## src/design/assert_macros.svh

```systemverilog
// Assertion macros shared by the searchable queue RTL.
// Each macro has a live form for simulation and an empty form under SYNTH.
`ifndef ASSERT_MACROS_SVH
`define ASSERT_MACROS_SVH

`ifndef SYNTH

// Property holds at every clock edge outside reset.
`define ASSERT_ALWAYS(label, clk, rst_n, prop) \
    label: assert property (@(posedge clk) disable iff (!rst_n) (prop)) \
        else $error("assertion failed: state invariant");

// Antecedent implies consequent at the next clock edge.
`define ASSERT_NEXT(label, clk, rst_n, ante, cons) \
    label: assert property (@(posedge clk) disable iff (!rst_n) (ante) |=> (cons)) \
        else $error("assertion failed: next-cycle check");

// Antecedent implies consequent in the same cycle.
`define ASSERT_IMPL(label, clk, rst_n, ante, cons) \
    label: assert property (@(posedge clk) disable iff (!rst_n) (ante) |-> (cons)) \
        else $error("assertion failed: same-cycle check");

`else

`define ASSERT_ALWAYS(label, clk, rst_n, prop)
`define ASSERT_NEXT(label, clk, rst_n, ante, cons)
`define ASSERT_IMPL(label, clk, rst_n, ante, cons)

`endif

`endif

```

## src/design/fqs_pkg.sv

```systemverilog
// Shared types and constants for the searchable queue.
// No dependencies.
`timescale 1ns / 1ps
`default_nettype none

package fqs_pkg;

    localparam int DEPTH_DEF      = 16;
    localparam int DATA_WIDTH_DEF = 32;

    localparam int ACTION_W = 2;
    localparam int VALUE_W  = 32;
    localparam int STATUS_W = 2;
    localparam int POS_W    = 4;
    localparam int OCC_W    = 5;

    localparam logic [ACTION_W-1:0] ACT_APPEND = 2'd0;
    localparam logic [ACTION_W-1:0] ACT_REMOVE = 2'd1;
    localparam logic [ACTION_W-1:0] ACT_SEARCH = 2'd2;
    localparam logic [ACTION_W-1:0] ACT_CLEAR  = 2'd3;

    localparam logic [STATUS_W-1:0] STAT_DONE  = 2'd0;
    localparam logic [STATUS_W-1:0] STAT_FULL  = 2'd1;
    localparam logic [STATUS_W-1:0] STAT_EMPTY = 2'd2;

    typedef struct packed {
        logic append;
        logic remove;
        logic compare;
        logic scan;
    } t_cell_ctl;

endpackage

`default_nettype wire

```

## src/design/fqs_cell.sv

```systemverilog
// One queue cell: holds the entry at a fixed distance from the front and a match flag.
// Depends on fqs_pkg for the cell control struct.
`timescale 1ns / 1ps
`default_nettype none

module fqs_cell
    import fqs_pkg::*;
#(
    parameter int DATA_WIDTH = DATA_WIDTH_DEF,
    parameter int CNT_W      = 5,
    parameter int INDEX      = 0
) (
    input  wire logic                  i_clk,
    input  wire t_cell_ctl             i_ctl,
    input  wire logic [CNT_W-1:0]      i_count,
    input  wire logic [DATA_WIDTH-1:0] i_word,
    input  wire logic [DATA_WIDTH-1:0] i_next_data,
    input  wire logic                  i_next_match,
    output logic      [DATA_WIDTH-1:0] o_data,
    output logic                       o_match
);

    localparam logic [CNT_W-1:0] MY_INDEX = CNT_W'(INDEX);

    logic [DATA_WIDTH-1:0] r_data;
    logic [DATA_WIDTH-1:0] n_data;
    logic                  r_match;
    logic                  n_match;
    logic                  w_held;

    assign w_held = (MY_INDEX < i_count);

    always_comb begin
        n_data = r_data;
        if (i_ctl.append && (i_count == MY_INDEX)) begin
            n_data = i_word;
        end else if (i_ctl.remove) begin
            n_data = i_next_data;
        end
    end

    always_comb begin
        n_match = r_match;
        if (i_ctl.compare) begin
            n_match = w_held && (r_data == i_word);
        end else if (i_ctl.scan) begin
            n_match = i_next_match;
        end
    end

    always_ff @(posedge i_clk) begin
        r_data  <= n_data;
        r_match <= n_match;
    end

    assign o_data  = r_data;
    assign o_match = r_match;

endmodule

`default_nettype wire

```

## src/design/fifo_queue_with_search_core.sv

```systemverilog
// Searchable FIFO queue: a row of cells, front entry in the first cell, with a control unit.
// Depends on fqs_pkg, fqs_cell and assert_macros.svh.
//
// Append, remove and clear complete from idle; busy stays low and the result strobes in the
// following cycle, so these can arrive every cycle. A search holds busy while it scans up to p,
// the position of the first match, or the occupancy when the value is absent: a compare state
// in which every cell compares its entry, then a scan state as the match flags shift
// toward the front and the control unit watches the first cell. Each result is on the ports
// for exactly one cycle with o_strobe high; there is no back-pressure, so capture it then.
`timescale 1ns / 1ps
`default_nettype none

`include "assert_macros.svh"

module fifo_queue_with_search_core
    import fqs_pkg::*;
#(
    parameter int DEPTH      = DEPTH_DEF,
    parameter int DATA_WIDTH = DATA_WIDTH_DEF
) (
    input  wire logic                       i_clk,
    input  wire logic                       i_rst_n,
    input  wire logic                       start,
    output logic                            busy,
    input  wire logic        [ACTION_W-1:0] i_action,
    input  wire logic signed [VALUE_W-1:0]  i_value,
    output logic                            o_strobe,
    output logic             [STATUS_W-1:0] o_status,
    output logic                            o_found,
    output logic             [POS_W-1:0]    o_position,
    output logic             [OCC_W-1:0]    o_occupancy
);

    localparam int CNT_W = $clog2(DEPTH + 1);
    localparam logic [CNT_W-1:0] FULL_COUNT = CNT_W'(DEPTH);

    localparam logic [1:0] S_IDLE = 2'd0;
    localparam logic [1:0] S_CMP  = 2'd1;
    localparam logic [1:0] S_SCAN = 2'd2;

    logic [1:0]            r_state;
    logic [1:0]            n_state;
    logic [CNT_W-1:0]      r_count;
    logic [CNT_W-1:0]      n_count;
    logic [CNT_W-1:0]      r_pos;
    logic [CNT_W-1:0]      n_pos;
    logic [DATA_WIDTH-1:0] r_key;
    logic [DATA_WIDTH-1:0] n_key;
    logic                  r_strobe;
    logic                  n_strobe;
    logic [STATUS_W-1:0]   r_status;
    logic [STATUS_W-1:0]   n_status;
    logic                  r_found;
    logic                  n_found;
    logic [POS_W-1:0]      r_position;
    logic [POS_W-1:0]      n_position;
    logic [OCC_W-1:0]      r_occupancy;
    logic [OCC_W-1:0]      n_occupancy;

    logic                  w_accept;
    logic [63:0]           w_value_ext;
    logic [DATA_WIDTH-1:0] w_in_word;
    logic [DATA_WIDTH-1:0] w_word;
    t_cell_ctl             w_ctl;
    logic [CNT_W+POS_W-1:0] w_pos_ext;
    logic [CNT_W+OCC_W-1:0] w_occ_ext;

    logic [DATA_WIDTH-1:0] w_data  [DEPTH];
    logic                  w_match [DEPTH];

    assign w_accept    = start && !busy;
    assign busy        = (r_state != S_IDLE);
    assign w_value_ext = {{(64 - VALUE_W){i_value[VALUE_W-1]}}, i_value};
    assign w_in_word   = w_value_ext[DATA_WIDTH-1:0];
    assign w_word      = (r_state == S_CMP) ? r_key : w_in_word;
    assign w_pos_ext   = {{POS_W{1'b0}}, r_pos};

    always_comb begin
        n_state     = r_state;
        n_count     = r_count;
        n_pos       = r_pos;
        n_key       = r_key;
        n_strobe    = 1'b0;
        n_status    = STAT_DONE;
        n_found     = 1'b0;
        n_position  = '0;
        w_ctl       = '0;
        unique case (r_state)
            S_IDLE: begin
                if (w_accept) begin
                    unique case (i_action)
                        ACT_APPEND: begin
                            n_strobe = 1'b1;
                            if (r_count == FULL_COUNT) begin
                                n_status = STAT_FULL;
                            end else begin
                                w_ctl.append = 1'b1;
                                n_count      = r_count + 1'b1;
                            end
                        end
                        ACT_REMOVE: begin
                            n_strobe = 1'b1;
                            if (r_count == '0) begin
                                n_status = STAT_EMPTY;
                            end else begin
                                w_ctl.remove = 1'b1;
                                n_count      = r_count - 1'b1;
                            end
                        end
                        ACT_SEARCH: begin
                            n_key   = w_in_word;
                            n_state = S_CMP;
                        end
                        ACT_CLEAR: begin
                            n_strobe = 1'b1;
                            n_count  = '0;
                        end
                    endcase
                end
            end
            S_CMP: begin
                w_ctl.compare = 1'b1;
                n_pos         = '0;
                n_state       = S_SCAN;
            end
            S_SCAN: begin
                if (r_pos == r_count) begin
                    n_strobe = 1'b1;
                    n_state  = S_IDLE;
                end else if (w_match[0]) begin
                    n_strobe   = 1'b1;
                    n_found    = 1'b1;
                    n_position = w_pos_ext[POS_W-1:0];
                    n_state    = S_IDLE;
                end else begin
                    w_ctl.scan = 1'b1;
                    n_pos      = r_pos + 1'b1;
                end
            end
            default: begin
                n_state = S_IDLE;
            end
        endcase
    end

    assign w_occ_ext   = {{OCC_W{1'b0}}, n_count};
    assign n_occupancy = w_occ_ext[OCC_W-1:0];

    always_ff @(posedge i_clk) begin
        if (!i_rst_n) begin
            r_state  <= S_IDLE;
            r_count  <= '0;
            r_pos    <= '0;
            r_strobe <= 1'b0;
        end else begin
            r_state  <= n_state;
            r_count  <= n_count;
            r_pos    <= n_pos;
            r_strobe <= n_strobe;
        end
    end

    always_ff @(posedge i_clk) begin
        r_key       <= n_key;
        r_status    <= n_status;
        r_found     <= n_found;
        r_position  <= n_position;
        r_occupancy <= n_occupancy;
    end

    for (genvar i = 0; i < DEPTH; i++) begin : g_cell
        logic [DATA_WIDTH-1:0] w_next_data;
        logic                  w_next_match;
        if (i == DEPTH - 1) begin : g_tail
            assign w_next_data  = '0;
            assign w_next_match = 1'b0;
        end else begin : g_link
            assign w_next_data  = w_data[i+1];
            assign w_next_match = w_match[i+1];
        end
        fqs_cell #(
            .DATA_WIDTH (DATA_WIDTH),
            .CNT_W      (CNT_W),
            .INDEX      (i)
        ) u_cell (
            .i_clk        (i_clk),
            .i_ctl        (w_ctl),
            .i_count      (r_count),
            .i_word       (w_word),
            .i_next_data  (w_next_data),
            .i_next_match (w_next_match),
            .o_data       (w_data[i]),
            .o_match      (w_match[i])
        );
    end

    assign o_strobe    = r_strobe;
    assign o_status    = r_status;
    assign o_found     = r_found;
    assign o_position  = r_position;
    assign o_occupancy = r_occupancy;

    `ASSERT_ALWAYS(a_count_bound, i_clk, i_rst_n, r_count <= FULL_COUNT)
    `ASSERT_NEXT(a_cmp_to_scan, i_clk, i_rst_n, r_state == S_CMP, r_state == S_SCAN)
    `ASSERT_NEXT(a_quick_result, i_clk, i_rst_n, w_accept && (i_action != ACT_SEARCH), o_strobe && !busy)
    `ASSERT_IMPL(a_found_done, i_clk, i_rst_n, o_strobe && o_found, o_status == STAT_DONE)
    `ASSERT_IMPL(a_scan_in_range, i_clk, i_rst_n, r_state == S_SCAN, r_pos <= r_count)

endmodule

`default_nettype wire
```

## config.mk

```make
export PLATFORM = sky130hd
export DESIGN_NAME = fifo_queue_with_search_core
export DESIGN_NICKNAME = d
export VERILOG_FILES = /design/src/design/fqs_pkg.sv /design/src/design/fqs_cell.sv /design/src/design/fifo_queue_with_search_core.sv
export VERILOG_INCLUDE_DIRS = /design/src /design/src/design
export SDC_FILE = /design/constraint.sdc
export NUM_CORES = 1
export LEC_CHECK = 0
export BUFFER_PORTS_ARGS = -buffer_cell sky130_fd_sc_hd__clkbuf_2
export CORE_ASPECT_RATIO = 0.5
export CORE_UTILIZATION = 60
export DETAILED_ROUTE_END_ITERATION = 6
export HOLD_SLACK_MARGIN = 0.02
export PLACE_DENSITY = 0.89
export SLEW_MARGIN = 30
export SYNTH_ARGS = -nofsm -noshare
export SYNTH_HDL_FRONTEND = slang
export SYNTH_SLANG_ARGS = --single-unit
```

## constraint.sdc

```tcl
create_clock -name i_clk -period 4 [get_ports i_clk]
set_clock_uncertainty 0.1 [all_clocks]
set_input_delay 0.8 -clock i_clk [delete_from_list [all_inputs] [get_ports i_clk]]
set_output_delay 0.8 -clock i_clk [all_outputs]
set_load 0.05 [all_outputs]
```

==> results.json <==
{
  "grt_max_degree": 65,
  "portBuffers": 50,
  "synth_commonest_cells": "edfxtp_1, nand2_1, o21ai_0",
  "synth_top_area_share_pct": 56.2,
  "period_share_pct": 91.4,
  "post-cts-setup-buffers": 0,
  "synth_most_common_cell": "edfxtp_1",
  "setup_violations": 0,
  "tightest_slew_ps": 989,
  "dp_hpwl_um": 55400,
  "cts_resized": 0,
  "peakVddDrop_mv": 0.350,
  "whs_path_depth": 1,
  "grt_overflow": 0,
  "clkLatencyLatePin_ps": 600,
  "drive_above_1_share_pct": 10.4,
  "synth_edf_count": 560,
  "core_area_um2": 48900,
  "cp_slowest_stage_delay_ps": 720,
  "yosysWarningCount": 0,
  "postSynthAreaPerCell_um2": 10.9,
  "min_to": "r_key[30]$_DFFE_PP_",
  "vias": 21678,
  "worst_slack_ps": 343,
  "first_pass_iters": 6,
  "routed_via_density": 6.34,
  "drt_iter0_drc": 2920,
  "synth_top_flop_cell": "edfxtp_1",
  "worstHoldStart": "i_value[30]",
  "dieArea_um2": 50800,
  "place_congestion": 0.980,
  "hp-class": "in2reg",
  "antenna_found_initial": 0,
  "clockRootBuffer": "clkbuf_16",
  "grt_pass1_vias": 20821,
  "rsz0062_at_grt": "no",
  "status": "finished, final reports clean",
  "setup-tns-final_ps": 0,
  "drt-total-wl_um": 80400,
  "path_cells": "inv_1 > ha_4 > buf_12 > mux2i_4 > buf_12 > xor2_1 > nand4_1 > a2111oi_1 > nand4_1 > o22ai_1",
  "ys_top_cells_by_area": "edfxtp_1, xnor2_1, xor2_1",
  "cts_hold_buf": 0,
  "cts.sinks": 585,
  "cts-htree-levels": 2,
  "crit_type": "reg2reg",
  "clk_pin_slew_ps": 70,
  "nNetsFinal": 2777,
  "synth_area_um2": 29900,
  "finalHoldViolCount": 0,
  "r2r-start": "r_state[1]$_SDFFE_PN0P_",
  "cpLargestDelayFamily": "compound AO/OA/AOI/OAI gates",
  "drcViolationCount": 0,
  "r2r.worst_path.cells": 10,
  "antenna_left": 0,
  "layout_min_cycle_time_ps": 3660,
  "track_usage_pct": 31.5,
  "initial_core_util_pct": 61.2,
  "ios": 51,
  "ys_seq_area_share_pct": 57.9,
  "dpl_cell_area_um2": 31400,
  "fin_area_um2": 33000,
  "synthCells": 2733,
  "grt_pass1_wl_um": 122000,
  "synth-async-reset-ratio_pct": 0,
  "p_per_area_nw_per_um2": 501,
  "critical_path_arrival_ps": 4000,
  "slowest_stage": "a2111oi_1",
  "r2r_end": "g_cell[14].u_cell.o_match$_DFFE_PP_",
  "p_leak_nw": 11.6,
  "crit_required_ps": 4340,
  "diodes": 0,
  "num-fill-cells": 3235,
  "yosysTopAreaCell": "edfxtp_1",
  "maxClockFrequency_mhz": 273,
  "rows": 57,
  "cts_buffers": 52,
  "crit_path_start_kind": "flop",
  "ys_types": 47,
  "die_h_um": 160,
  "cp-end-kind": "flop",
  "die_x_um": 318,
  "ys_ff_latch": 585,
  "tritoncts": "yes",
  "syn-num-nets": 2780,
  "wl_per_cell_um": 23.5,
  "maxSlewViolCount": 0,
  "ff2ff_setup_slack_ps": 340,
  "dp_slack_ps": 335,
  "clockBufferDepth": 3,
  "slew_headroom_pct": 33.6,
  "cp_max_fo": 16,
  "path_buf_inv": 3,
  "syn2layout_area_growth_pct": 10.3,
  "cap_violations": 0
}
-- area by class of cell --
type	instances	area [um^2]	area share (%)
tap	649	812	2.46
sequential	585	17300	52.5
clock buffer	72	1470	4.46
inverter	28	105	0.319
clock inverter	23	144	0.436
timing repair buffer	169	1330	4.04
multi-input combinational	1894	11800	35.8
-- flip-flops by register name (all words and copies together), names as in the netlist --
name and flops:
r_state 2, o_strobe 1, o_found 1, r_key 32
o_status 2, r_pos 5, r_count 5, g_cell.u_cell.o_match 16
o_position 4, g_cell.u_cell.o_data 512, o_occupancy 5
-- power breakdown --
part	switching [W]	leakage [nW]	internal (W)
registers	0.000142	5.33	0.00695
clock network	0.00229	0.796	0.00263
logic	0.00290	5.45	0.00161
-- worst max-delay path by stage --
| stage | slack [ps] | end | depth (start not counted) | start |
|---|---|---|---|---|
| finish | 340 | g_cell[14].u_cell.o_match$_DFFE_PP_ | 10 | r_state[1]$_SDFFE_PN0P_ |
| global route | 320 | g_cell[14].u_cell.o_match$_DFFE_PP_ | 10 | r_state[1]$_SDFFE_PN0P_ |
| CTS | 390 | g_cell[14].u_cell.o_match$_DFFE_PP_ | 10 | r_state[1]$_SDFFE_PN0P_ |
| detailed placement | 340 | g_cell[14].u_cell.o_match$_DFFE_PP_ | 10 | r_state[1]$_SDFFE_PN0P_ |
| global placement | 200 | g_cell[14].u_cell.o_match$_DFFE_PP_ | 10 | r_state[1]$_SDFFE_PN0P_ |
| floorplan | 500 | g_cell[15].u_cell.o_data[0]$_SDFFCE_PN0P_ | 9 | i_action[1] |
-- routing by layer --
| layer | wire length, um | global-route usage [%] | vias to the layer above |
|---|---|---|---|
| met5 | 0 | 0 | - |
| met4 | 4910 | 17.4 | 0 |
| met3 | 8910 | 5.59 | 290 |
| met2 | 37700 | 51.9 | 1513 |
| met1 | 28900 | 39.8 | 10258 |
| li1 | - | - | 9617 |
-- cell families (layout without fill, tap and decap cells) --
group           Yosys count  after routing  share of synthesized area [%]
fa+ha+maj                10             10                          0.418
buf+inv                 254            292                           3.73
simple gates            790            790                           11.8
compound gates          550            550                           9.55
xor+xnor                511            511                           15.0
mux                      33             33                           1.62
flops                   585            585                           57.9
-- metrics by stage --
stage / util (%) / hold WS, ps / instances / total power [W]
floorplan: - / 360 / 2733 / 0.00989
CTS: 67.5 / 308 / 3420 / 0.0164
global placement: 64.2 / 383 / 3325 / 0.0114
global route: 67.5 / 315 / 3420 / 0.0169
detailed placement: 64.2 / 395 / 3325 / 0.0115
finish: 67.5 / 321 / 3420 / 0.0165
-- layout by cell type (no fill, tap or decap), types with 10 or more instances in the layout --
cell / netlist / layout
buf_12: 0 / 15
clkbuf_1: 153 / 13
mux2i_4: 8 / 32
nor2_1: 206 / 205
o21ai_0: 337 / 337
clkbuf_2: 0 / 50
edfxtp_1: 560 / 560
nor3_1: 12 / 10
nand3_1: 21 / 14
xnor2_1: 318 / 318
clkinv_1: 0 / 11
clkbuf_16: 0 / 54
xor2_1: 193 / 193
inv_1: 28 / 28
nand4_1: 75 / 75
buf_4: 24 / 104
o22ai_1: 14 / 14
dfxtp_1: 25 / 25
nand2_1: 350 / 350
a21oi_1: 171 / 171
nor4_1: 83 / 83
Power figures use the tool's default switching activity.
